$ cat src/trpd_pkg.sv
// ----------------------------------------------------------------------------
// trpd_pkg
// Types and constants shared by the TGA run-length pixel decoder.
// ----------------------------------------------------------------------------
package trpd_pkg;

  // configuration register indexes
  typedef enum logic [1:0] {
    CFG_BYTES_PER_PIXEL = 2'd0,
    CFG_COMPRESSED_MODE = 2'd1,
    CFG_IMAGE_PIXELS    = 2'd2
  } cfg_idx_e;

  localparam int unsigned QUEUE_DEPTH = 2;

  localparam logic [7:0] REPEAT_BIT    = 8'h80;
  localparam logic [2:0] BPP_32BIT     = 3'd4;
  localparam logic [1:0] LAST_IDX_32   = 2'd3;
  localparam logic [1:0] LAST_IDX_24   = 2'd2;
  localparam logic [1:0] COPIES_ONE    = 2'd1;
  localparam logic [1:0] COPIES_TWO    = 2'd2;

  // configuration as seen by the front end
  typedef struct packed {
    logic [2:0]  bytes_per_pixel;
    logic        compressed_mode;
    logic [31:0] image_pixels;
  } cfg_t;

  // one pixel job: a pixel and how many copies of it to send
  typedef struct packed {
    logic [31:0] pix;
    logic [7:0]  count;
    logic        last;
  } job_t;

endpackage

$ cat src/trpd_fifo.sv
// ----------------------------------------------------------------------------
// trpd_fifo
// Small job queue between the byte front end and the pixel back end.
// ----------------------------------------------------------------------------
module trpd_fifo #(
  parameter int unsigned Depth = 2
) (
  input  logic            clk_i,
  input  logic            rst_ni,
  input  logic            push_valid_i,
  output logic            push_ready_o,
  input  trpd_pkg::job_t  push_data_i,
  output logic            pop_valid_o,
  input  logic            pop_ready_i,
  output trpd_pkg::job_t  pop_data_o
);
  import trpd_pkg::*;

  localparam int unsigned PtrW = (Depth > 1) ? $clog2(Depth) : 1;
  localparam int unsigned CntW = $clog2(Depth + 1);
  localparam logic [PtrW-1:0] LastPtr = PtrW'(Depth - 1);
  localparam logic [CntW-1:0] Full    = CntW'(Depth);

  job_t            mem_q [Depth];
  logic [PtrW-1:0] wr_ptr_q, wr_ptr_d;
  logic [PtrW-1:0] rd_ptr_q, rd_ptr_d;
  logic [CntW-1:0] cnt_q, cnt_d;
  logic            do_push, do_pop;

  // handshake and pointer update
  always_comb begin
    push_ready_o = (cnt_q != Full);
    pop_valid_o  = (cnt_q != '0);
    pop_data_o   = mem_q[rd_ptr_q];
    do_push      = push_valid_i && push_ready_o;
    do_pop       = pop_valid_o && pop_ready_i;
    wr_ptr_d     = wr_ptr_q;
    rd_ptr_d     = rd_ptr_q;
    cnt_d        = cnt_q;
    if (do_push) begin
      wr_ptr_d = (wr_ptr_q == LastPtr) ? '0 : wr_ptr_q + 1'b1;
    end
    if (do_pop) begin
      rd_ptr_d = (rd_ptr_q == LastPtr) ? '0 : rd_ptr_q + 1'b1;
    end
    if (do_push && !do_pop) begin
      cnt_d = cnt_q + 1'b1;
    end else if (do_pop && !do_push) begin
      cnt_d = cnt_q - 1'b1;
    end
  end

  // control state
  always_ff @(posedge clk_i or negedge rst_ni) begin
    if (!rst_ni) begin
      wr_ptr_q <= '0;
      rd_ptr_q <= '0;
      cnt_q    <= '0;
    end else begin
      wr_ptr_q <= wr_ptr_d;
      rd_ptr_q <= rd_ptr_d;
      cnt_q    <= cnt_d;
    end
  end

  // job storage
  always_ff @(posedge clk_i) begin
    if (do_push) begin
      mem_q[wr_ptr_q] <= push_data_i;
    end
  end

endmodule

$ cat src/trpd_front.sv
// ----------------------------------------------------------------------------
// trpd_front
// Takes data bytes, parses packet headers, assembles pixels and clips each
// pixel's copy count to what the image still owes.
// ----------------------------------------------------------------------------
module trpd_front #(
  parameter int unsigned COUNT_WIDTH = 32
) (
  input  logic            clk_i,
  input  logic            rst_ni,
  input  trpd_pkg::cfg_t  cfg_i,
  input  logic            byte_valid_i,
  output logic            byte_ready_o,
  input  logic [7:0]      byte_i,
  input  logic            sof_i,
  output logic            job_valid_o,
  input  logic            job_ready_i,
  output trpd_pkg::job_t  job_o
);
  import trpd_pkg::*;

  logic [31:0]             asm_q, asm_d, asm_e, asm_new;
  logic [1:0]              bip_q, bip_d, bip_e, last_idx;
  logic                    await_q, await_d, await_e;
  logic                    rep_q, rep_d, rep_e;
  logic [7:0]              left_q, left_d, left_e;
  logic [COUNT_WIDTH-1:0]  emitted_q, emitted_d, emitted_e;
  logic                    fin_q, fin_d, fin_e;
  logic [COUNT_WIDTH+31:0] target_ext;
  logic [COUNT_WIDTH-1:0]  target, owed;
  logic                    accept, clr, img_idle;
  logic [7:0]              want, n;

  assign byte_ready_o = job_ready_i;
  assign accept       = byte_valid_i && byte_ready_o;
  assign clr          = accept && sof_i;

  // state as seen by this byte, after an optional start-of-image clear
  always_comb begin
    asm_e     = clr ? '0 : asm_q;
    bip_e     = clr ? '0 : bip_q;
    await_e   = clr ? 1'b1 : await_q;
    rep_e     = clr ? 1'b0 : rep_q;
    left_e    = clr ? '0 : left_q;
    emitted_e = clr ? '0 : emitted_q;
    fin_e     = clr ? 1'b0 : fin_q;
  end

  // pixel target, remaining pixels and byte insertion
  always_comb begin
    target_ext = {{COUNT_WIDTH{1'b0}}, cfg_i.image_pixels};
    target     = target_ext[COUNT_WIDTH-1:0];
    owed       = target - emitted_e;
    img_idle   = fin_e || (emitted_e >= target);
    last_idx   = (cfg_i.bytes_per_pixel == BPP_32BIT) ? LAST_IDX_32 : LAST_IDX_24;
    asm_new    = asm_e;
    case (bip_e)
      2'd0:    asm_new[7:0]   = byte_i;
      2'd1:    asm_new[15:8]  = byte_i;
      2'd2:    asm_new[23:16] = byte_i;
      default: asm_new[31:24] = byte_i;
    endcase
    want = (cfg_i.compressed_mode && rep_e) ? left_e : 8'd1;
    n    = (owed < COUNT_WIDTH'(want)) ? owed[7:0] : want;
  end

  // packet and pixel state update
  always_comb begin
    asm_d       = asm_q;
    bip_d       = bip_q;
    await_d     = await_q;
    rep_d       = rep_q;
    left_d      = left_q;
    emitted_d   = emitted_q;
    fin_d       = fin_q;
    job_valid_o = 1'b0;
    job_o.pix   = {(cfg_i.bytes_per_pixel == BPP_32BIT) ? asm_new[31:24] : 8'h00,
                   asm_new[23:0]};
    job_o.count = n;
    job_o.last  = (owed == COUNT_WIDTH'(n));
    if (accept) begin
      asm_d     = asm_e;
      bip_d     = bip_e;
      await_d   = await_e;
      rep_d     = rep_e;
      left_d    = left_e;
      emitted_d = emitted_e;
      fin_d     = fin_e;
      if (!img_idle) begin
        if (cfg_i.compressed_mode && await_e) begin
          // packet header byte
          rep_d   = (byte_i & REPEAT_BIT) != 8'h00;
          left_d  = {1'b0, byte_i[6:0]} + 8'd1;
          await_d = 1'b0;
        end else if (bip_e < last_idx) begin
          asm_d = asm_new;
          bip_d = bip_e + 2'd1;
        end else begin
          // pixel complete
          asm_d       = '0;
          bip_d       = '0;
          job_valid_o = (n != 8'd0);
          emitted_d   = emitted_e + COUNT_WIDTH'(n);
          if ((n != 8'd0) && (owed == COUNT_WIDTH'(n))) begin
            fin_d = 1'b1;
          end
          if (cfg_i.compressed_mode) begin
            if (rep_e) begin
              left_d  = '0;
              await_d = 1'b1;
            end else begin
              left_d  = left_e - 8'd1;
              await_d = (left_e == 8'd1);
            end
          end
        end
      end
    end
  end

  always_ff @(posedge clk_i or negedge rst_ni) begin
    if (!rst_ni) begin
      asm_q     <= '0;
      bip_q     <= '0;
      await_q   <= 1'b1;
      rep_q     <= 1'b0;
      left_q    <= '0;
      emitted_q <= '0;
      fin_q     <= 1'b0;
    end else begin
      asm_q     <= asm_d;
      bip_q     <= bip_d;
      await_q   <= await_d;
      rep_q     <= rep_d;
      left_q    <= left_d;
      emitted_q <= emitted_d;
      fin_q     <= fin_d;
    end
  end

endmodule

$ cat src/trpd_back.sv
// ----------------------------------------------------------------------------
// trpd_back
// Drains pixel jobs into output items of one or two copies each.
// ----------------------------------------------------------------------------
module trpd_back (
  input  logic            clk_i,
  input  logic            rst_ni,
  input  logic            job_valid_i,
  output logic            job_ready_o,
  input  trpd_pkg::job_t  job_i,
  output logic            m_axis_tvalid,
  input  logic            m_axis_tready,
  output logic [39:0]     m_axis_tdata,
  output logic            m_axis_tlast
);
  import trpd_pkg::*;

  logic        cur_valid_q, cur_valid_d;
  job_t        cur_q, cur_d;
  logic        out_valid_q, out_valid_d;
  logic [31:0] out_pix_q;
  logic [1:0]  out_copies_q, copies;
  logic        out_last_q;
  logic        out_free, emit, cur_fin, pop;

  // chunking of the current job
  always_comb begin
    out_free    = !out_valid_q || m_axis_tready;
    emit        = cur_valid_q && out_free;
    copies      = (cur_q.count >= 8'd2) ? COPIES_TWO : COPIES_ONE;
    cur_fin     = emit && (cur_q.count <= 8'd2);
    job_ready_o = !cur_valid_q || cur_fin;
    pop         = job_valid_i && job_ready_o;
    cur_valid_d = cur_valid_q;
    cur_d       = cur_q;
    if (pop) begin
      cur_valid_d = 1'b1;
      cur_d       = job_i;
    end else if (cur_fin) begin
      cur_valid_d = 1'b0;
    end else if (emit) begin
      cur_d.count = cur_q.count - {6'd0, copies};
    end
    out_valid_d = out_valid_q;
    if (emit) begin
      out_valid_d = 1'b1;
    end else if (m_axis_tready) begin
      out_valid_d = 1'b0;
    end
  end

  always_ff @(posedge clk_i or negedge rst_ni) begin
    if (!rst_ni) begin
      cur_valid_q <= 1'b0;
      out_valid_q <= 1'b0;
    end else begin
      cur_valid_q <= cur_valid_d;
      out_valid_q <= out_valid_d;
    end
  end

  // job and output item payload
  always_ff @(posedge clk_i) begin
    cur_q <= cur_d;
    if (emit) begin
      out_pix_q    <= cur_q.pix;
      out_copies_q <= copies;
      out_last_q   <= cur_fin && cur_q.last;
    end
  end

  assign m_axis_tvalid = out_valid_q;
  assign m_axis_tdata  = {6'd0, out_copies_q, out_pix_q};
  assign m_axis_tlast  = out_last_q;

endmodule

$ cat src/tga_rle_pixel_decoder.sv
// A completed pixel crosses the job queue, the back end's job register and output register.
// Throughput: one byte per cycle while the two-entry job queue has room.
// The back end sends a pixel of n copies as ceil(n/2) items, one per cycle unless stalled.
// Bytes stall only when the job queue fills, as on long repeat runs or a stalled output.
// Reset: asynchronous, active low; clears packet state, counters and queue at once.
// ----------------------------------------------------------------------------
// tga_rle_pixel_decoder
// TGA pixel-data decoder for uncompressed and run-length encoded images.
// ----------------------------------------------------------------------------
module tga_rle_pixel_decoder #(
  parameter int unsigned COUNT_WIDTH = 32
) (
  input  logic        clk_i,
  input  logic        rst_ni,
  // configuration writes
  input  logic        cfg_valid_i,
  output logic        cfg_ready_o,
  input  logic [1:0]  cfg_index_i,
  input  logic [31:0] cfg_data_i,
  // byte stream in
  input  logic        s_axis_tvalid,
  output logic        s_axis_tready,
  input  logic [7:0]  s_axis_tdata,   // [7:0] in_byte
  input  logic        s_axis_tuser,   // [0] start_of_image
  // pixel items out
  output logic        m_axis_tvalid,
  input  logic        m_axis_tready,
  output logic [39:0] m_axis_tdata,   // [7:0] chan0, [15:8] chan1, [23:16] chan2,
                                      // [31:24] chan3, [33:32] copies, zero pad
  output logic        m_axis_tlast    // image_done
);
  import trpd_pkg::*;

  cfg_t cfg_q;
  logic fq_push_valid, fq_push_ready, fq_pop_valid, fq_pop_ready;
  job_t fq_push_data, fq_pop_data;

  assign cfg_ready_o = 1'b1;

  // configuration registers
  always_ff @(posedge clk_i or negedge rst_ni) begin
    if (!rst_ni) begin
      cfg_q.bytes_per_pixel <= 3'd3;
      cfg_q.compressed_mode <= 1'b1;
      cfg_q.image_pixels    <= 32'd1;
    end else if (cfg_valid_i && cfg_ready_o) begin
      unique case (cfg_idx_e'(cfg_index_i))
        CFG_BYTES_PER_PIXEL: cfg_q.bytes_per_pixel <= cfg_data_i[2:0];
        CFG_COMPRESSED_MODE: cfg_q.compressed_mode <= cfg_data_i[0];
        CFG_IMAGE_PIXELS:    cfg_q.image_pixels    <= cfg_data_i;
        default: ;
      endcase
    end
  end

  trpd_front #(
    .COUNT_WIDTH(COUNT_WIDTH)
  ) u_front (
    .clk_i        (clk_i),
    .rst_ni       (rst_ni),
    .cfg_i        (cfg_q),
    .byte_valid_i (s_axis_tvalid),
    .byte_ready_o (s_axis_tready),
    .byte_i       (s_axis_tdata),
    .sof_i        (s_axis_tuser),
    .job_valid_o  (fq_push_valid),
    .job_ready_i  (fq_push_ready),
    .job_o        (fq_push_data)
  );

  trpd_fifo #(
    .Depth(QUEUE_DEPTH)
  ) u_queue (
    .clk_i        (clk_i),
    .rst_ni       (rst_ni),
    .push_valid_i (fq_push_valid),
    .push_ready_o (fq_push_ready),
    .push_data_i  (fq_push_data),
    .pop_valid_o  (fq_pop_valid),
    .pop_ready_i  (fq_pop_ready),
    .pop_data_o   (fq_pop_data)
  );

  trpd_back u_back (
    .clk_i         (clk_i),
    .rst_ni        (rst_ni),
    .job_valid_i   (fq_pop_valid),
    .job_ready_o   (fq_pop_ready),
    .job_i         (fq_pop_data),
    .m_axis_tvalid (m_axis_tvalid),
    .m_axis_tready (m_axis_tready),
    .m_axis_tdata  (m_axis_tdata),
    .m_axis_tlast  (m_axis_tlast)
  );

endmodule

$ cat config.mk
export PLATFORM = sky130hd
export DESIGN_NAME = tga_rle_pixel_decoder
export DESIGN_NICKNAME = d
export VERILOG_FILES = /design/src/trpd_pkg.sv /design/src/trpd_fifo.sv /design/src/trpd_front.sv /design/src/trpd_back.sv /design/src/tga_rle_pixel_decoder.sv
export SDC_FILE = /design/constraint.sdc
export NUM_CORES = 1
export LEC_CHECK = 0
export BUFFER_PORTS_ARGS = -buffer_cell sky130_fd_sc_hd__buf_2
export CELL_PAD_IN_SITES_DETAIL_PLACEMENT = 1
export CELL_PAD_IN_SITES_GLOBAL_PLACEMENT = 2
export CORE_MARGIN = 2
export CORE_UTILIZATION = 41
export CTS_BUF_LIST = sky130_fd_sc_hd__clkbuf_8 sky130_fd_sc_hd__clkbuf_16
export CTS_CLUSTER_DIAMETER = 150
export DETAILED_ROUTE_END_ITERATION = 10
export PLACE_DENSITY_LB_ADDON = 0.2
export SLEW_MARGIN = 20
export SYNTH_ARGS = -nofsm -noshare
export SYNTH_HDL_FRONTEND = slang
export SYNTH_SLANG_ARGS = --single-unit
$ cat constraint.sdc
create_clock -name clk_i -period 7.7 [get_ports clk_i]
set_input_delay 1.54 -clock clk_i [delete_from_list [all_inputs] [get_ports clk_i]]
set_output_delay 1.54 -clock clk_i [all_outputs]
set_load 0.05 [all_outputs]
==> results.txt <==
----------------------------------------------------
[Status]
  Status ... complete, no violations

[Timing]
  Hold violation total from the final report ... 0
  Transition time of the tightest slew-check pin ... 0.8858 ns
  Headroom to the max-slew limit ... 40.95%
  Final period util ... 94.70%
  Fmax ... 137.1 MHz
  Number of max-slew violations in the final report ... 0
  Final-layout worst hold slack ... 0.4196 ns
  Final min period ... 7.292 ns
  Setup repair after global routing missed its margin ... no
  Skew final ... 0.01271 ns
  Setup violations, final ... 0

[Setup path]
  Critical-path maximum fanout ... 13
  Slowest stage delay, CP ... 0.52 ns
  Critical Path Start Type ... input pin
  Worst EP required ... 8.21 ns
  WP data arrival ... 7.80 ns
  Setup CP Type ... in -> reg
  Endpoint type of the worst setup path ... flop
  Slowest stage cell, crit path ... sky130_fd_sc_hd__or4_4

[Yosys]
  Share of flip-flops with an asynchronous set or reset after synthesis ... 42.96%
  Count of unique library cells instantiated by Yosys ... 81
  Post-Syn Area per Cell ... 11.06 um2
  Leading area contributor after synthesis ... sky130_fd_sc_hd__edfxtp_1
  Most area-consuming cells after synthesis ... sky130_fd_sc_hd__edfxtp_1 33%, sky130_fd_sc_hd__dfrtp_1 20%, sky130_fd_sc_hd__mux2_2 5.5%, sky130_fd_sc_hd__ha_1 5.0%, sky130_fd_sc_hd__nand2_1 4.6%
  Share of the yosys chip area belonging to registers ... 54.17%
  Most used flip-flop cell after synthesis ... sky130_fd_sc_hd__edfxtp_1
  Number of synthesized flops with an enable pin ... 158
  Yosys warnings ... 0
  Cell area after synthesis ... 14270 um2
  Number of register bits inferred by synthesis ... 277
  Fraction of synthesized cell area taken by the top area cell type ... 33.25%
  Syn Inst Count ... 1290

[Final layout]
  Highest-count cells in the layout ignoring fill and taps ... 174 x sky130_fd_sc_hd__nand2_1, 158 x sky130_fd_sc_hd__buf_4, 158 x sky130_fd_sc_hd__edfxtp_1
  Antenna Diode Count ... 0
  Ratio of cells with drive above 1 in the final layout ... 25.87%
  Count of nets after finishing ... 1611
  Leading cell type in the layout, fill and taps excluded ... sky130_fd_sc_hd__nand2_1
  Area Overhead vs Synth ... 20.88%
  Finished Layout Cells ... 1982

[Clock tree]
  Clock latency on the worst-skew pair ... 0.59 ns
  Buffer count from post-CTS setup fixing ... 0
  Number of H-tree levels ... 1
  Clock tree from TritonCTS ... built
  Number of cells upsized or downsized after cts ... 0
  Clock transition time at the flip-flop clock pins of the worst setup and hold paths ... 0.06 ns
  Root buf cell ... sky130_fd_sc_hd__clkbuf_16
  # hold bufs at CTS ... 0
  Number of buffers added by the clock tree synthesis step ... 30
  Number of buffers between clock root and the deepest sink ... 3
  Sinks on Clock Net ... 277

[Global routing]
  Wire length of the first global-routing pass ... 62.16 mm
  Initial antenna violation count ... 0
  Vias in the first global route ... 11430
  Total global routing track utilization ... 21.79%
  Aggregate global routing overflow ... 0
  Largest net degree at the start of global routing ... 62

[Detailed routing]
  First-pass DRT Iterations ... 5
  Via/cell ratio ... 5.417
  DRC ... 0
  Routed via count ... 10740
  DRC marker count from the first detailed-route iteration ... 529
  Wire per inst ... 19.50 um
  Aggregate routed wire length ... 38.66 mm
  DRT antenna net count ... 0

[Placed design]
  Half-perimeter wire length of the detailed placement result ... 28.40 mm
  Port Buffer Count ... 84
  RD Place Congestion ... 0.8694
  Placed Cells incl. Taps ... 1926

[Power]
  Logic gate share of total power ... 30.8%
  Power after layout ... 4.920 mW
  Static leakage ... 7.064 nW
  Cell Pwr Density ... 285.2 nW/um2
  Clk network pwr share ... 28.6%
  Switching part of the total power ... 34.36%
  Portion of total power attributed to sequential cells ... 40.6%
  Worst IR Drop VDD ... 0.0001987 V
  Cell-internal power ... 3.229 mW
  Net Switching ... 1.691 mW

[Floorplan]
  Horiz. Die Dim ... 190.5 um
  Number of top-level pins ... 92
  Vertical die dimension ... 190.5 um
  Initial cell density of the core ... 41.51%
  Placeable core region ... 34370 um2
  Core Rows ... 68
  Die Outline Area ... 36310 um2

[Min path]
  Hold Path Class ... reg -> reg

[Job]
  Number of maximum-capacitance violations ... 0

----------------------------------------------------
## synth_stat cells (8+ instances only)
| library cell | n |
|---|---|
| sky130_fd_sc_hd__nand2_1 | 175 |
| sky130_fd_sc_hd__edfxtp_1 | 158 |
| sky130_fd_sc_hd__dfrtp_1 | 114 |
| sky130_fd_sc_hd__o21ai_0 | 89 |
| sky130_fd_sc_hd__nor2_1 | 74 |
| sky130_fd_sc_hd__mux2_2 | 70 |
| sky130_fd_sc_hd__a21oi_1 | 68 |
| sky130_fd_sc_hd__ha_1 | 57 |
| sky130_fd_sc_hd__inv_1 | 42 |
| sky130_fd_sc_hd__clkbuf_1 | 41 |
| sky130_fd_sc_hd__xnor2_1 | 40 |
| sky130_fd_sc_hd__nand3_1 | 29 |
| sky130_fd_sc_hd__xor2_1 | 27 |
| sky130_fd_sc_hd__a22o_1 | 26 |
| sky130_fd_sc_hd__nand4_1 | 24 |
| sky130_fd_sc_hd__a21o_1 | 19 |
| sky130_fd_sc_hd__nor3_1 | 18 |
| sky130_fd_sc_hd__nor2b_1 | 13 |
| sky130_fd_sc_hd__and3_1 | 12 |
| sky130_fd_sc_hd__a211oi_1 | 10 |
| sky130_fd_sc_hd__buf_4 | 10 |
| sky130_fd_sc_hd__o21a_1 | 10 |
| sky130_fd_sc_hd__o31ai_1 | 10 |
| sky130_fd_sc_hd__buf_1 | 9 |
| sky130_fd_sc_hd__nand2b_1 | 9 |
| sky130_fd_sc_hd__a32o_1 | 8 |
## cell families (layout without fill, tap and decap cells)
group / after synthesis / count (layout) / synth area share, %
buf+inv: 110 / 342 / 3.227
fa+ha+maj: 60 / 60 / 5.420
simple gates: 399 / 399 / 13.13
other cells: 2 / 7 / 0.05264
xor+xnor: 67 / 67 / 4.113
mux: 77 / 77 / 6.042
flops: 277 / 277 / 54.17
compound gates: 298 / 298 / 13.85
## worst max-delay path, delay by kind of cell
family,cells,cell delay [ns]
compound gates,12,1.59
buf+inv,9,1.43
fa+ha+maj,2,0.48
xor+xnor,1,0.13
simple gates,12,2.58
## stage by stage
step	cell area (um2)	util, %	setup slack [ns]	setup TNS [ns]
3_3_place_gp	16250	47.28	-0.2249	-1.811
3_5_place_dp	16250	47.28	-0.3140	-2.824
4_1_cts	17230	50.12	0.2763	0
6_report	17250	50.17	0.4082	0
2_1_floorplan	14300	-	0.08880	0
5_1_grt	17250	50.17	0.007195	0
## worst paths after layout
| path | to | cells past startpoint | slack [ns] | startpoint |
|---|---|---|---|---|
| min | u_back.out_pix_q[25]$_DFFE_PP_ | 0 | 0.42 | u_back.cur_q[34]$_DFFE_PP_ |
| min in group asynchronous | u_front.emitted_q[27]$_DFFE_PN0N_ | 1 | 1.02 | rst_ni |
| min reg2reg | u_back.out_pix_q[25]$_DFFE_PP_ | 0 | 0.42 | u_back.cur_q[34]$_DFFE_PP_ |
| max | u_front.emitted_q[25]$_DFFE_PN0N_ | 36 | 0.41 | s_axis_tvalid |
| max in group asynchronous | u_queue.rd_ptr_q$_DFFE_PN0P_ | 2 | 5.21 | rst_ni |
| max reg2reg | u_front.emitted_q[25]$_DFFE_PN0N_ | 36 | 0.69 | u_queue.cnt_q[0]$_DFFE_PN0P_ |
## state kept, by name (all words and copies together) (netlist names)
register and cells:
u_front.fin_q 1, cfg_q 36, u_back.out_pix_q 32, u_front.asm_q 32
u_front.left_q 8, u_back.cur_valid_q 1, u_queue.cnt_q 2, u_back.cur_q 41
u_front.rep_q 1, u_back.m_axis_tlast 1, u_queue.rd_ptr_q 1, u_queue.mem_q 82
u_front.await_q 1, u_front.emitted_q 32, u_back.m_axis_tvalid 1, u_back.out_copies_q 2
u_front.bip_q 2, u_queue.wr_ptr_q 1
## routing by layer
| layer | vias to the layer above | global-route usage (%) | share of wire (%) |
|---|---|---|---|
| met4 | 0 | 6.679 | 3.2 |
| met2 | 220 | 38.39 | 49 |
| li1 | 5135 | - | - |
| met1 | 5302 | 27.69 | 44 |
| met5 | - | 0 | 0 |
| met3 | 80 | 3.110 | 3.5 |
## area by class of cell
type,instances,area (um2)
clock inverter,21,156.4
tap,455,569.3
timing repair buffer,244,1662
sequential,277,7732
fill,3744,17130
inverter,42,157.7
clock buffer,35,819.5
multi-input combinational,908,6150
## power by group through the flow
| stage | Combinational, mW | Sequential, mW | Clock [mW] |
|---|---|---|---|
| 6_report | 1.52 | 2.00 | 1.40 |
| 3_3_place_gp | 1.47 | 2.01 | 0 |
| 5_1_grt | 1.69 | 2.03 | 1.49 |
| 2_1_floorplan | 1.00 | 1.95 | 0 |
| 4_1_cts | 1.52 | 2.00 | 1.45 |
| 3_5_place_dp | 1.51 | 2.03 | 0 |
No activity file was read; power rests on OpenSTA's default activity.
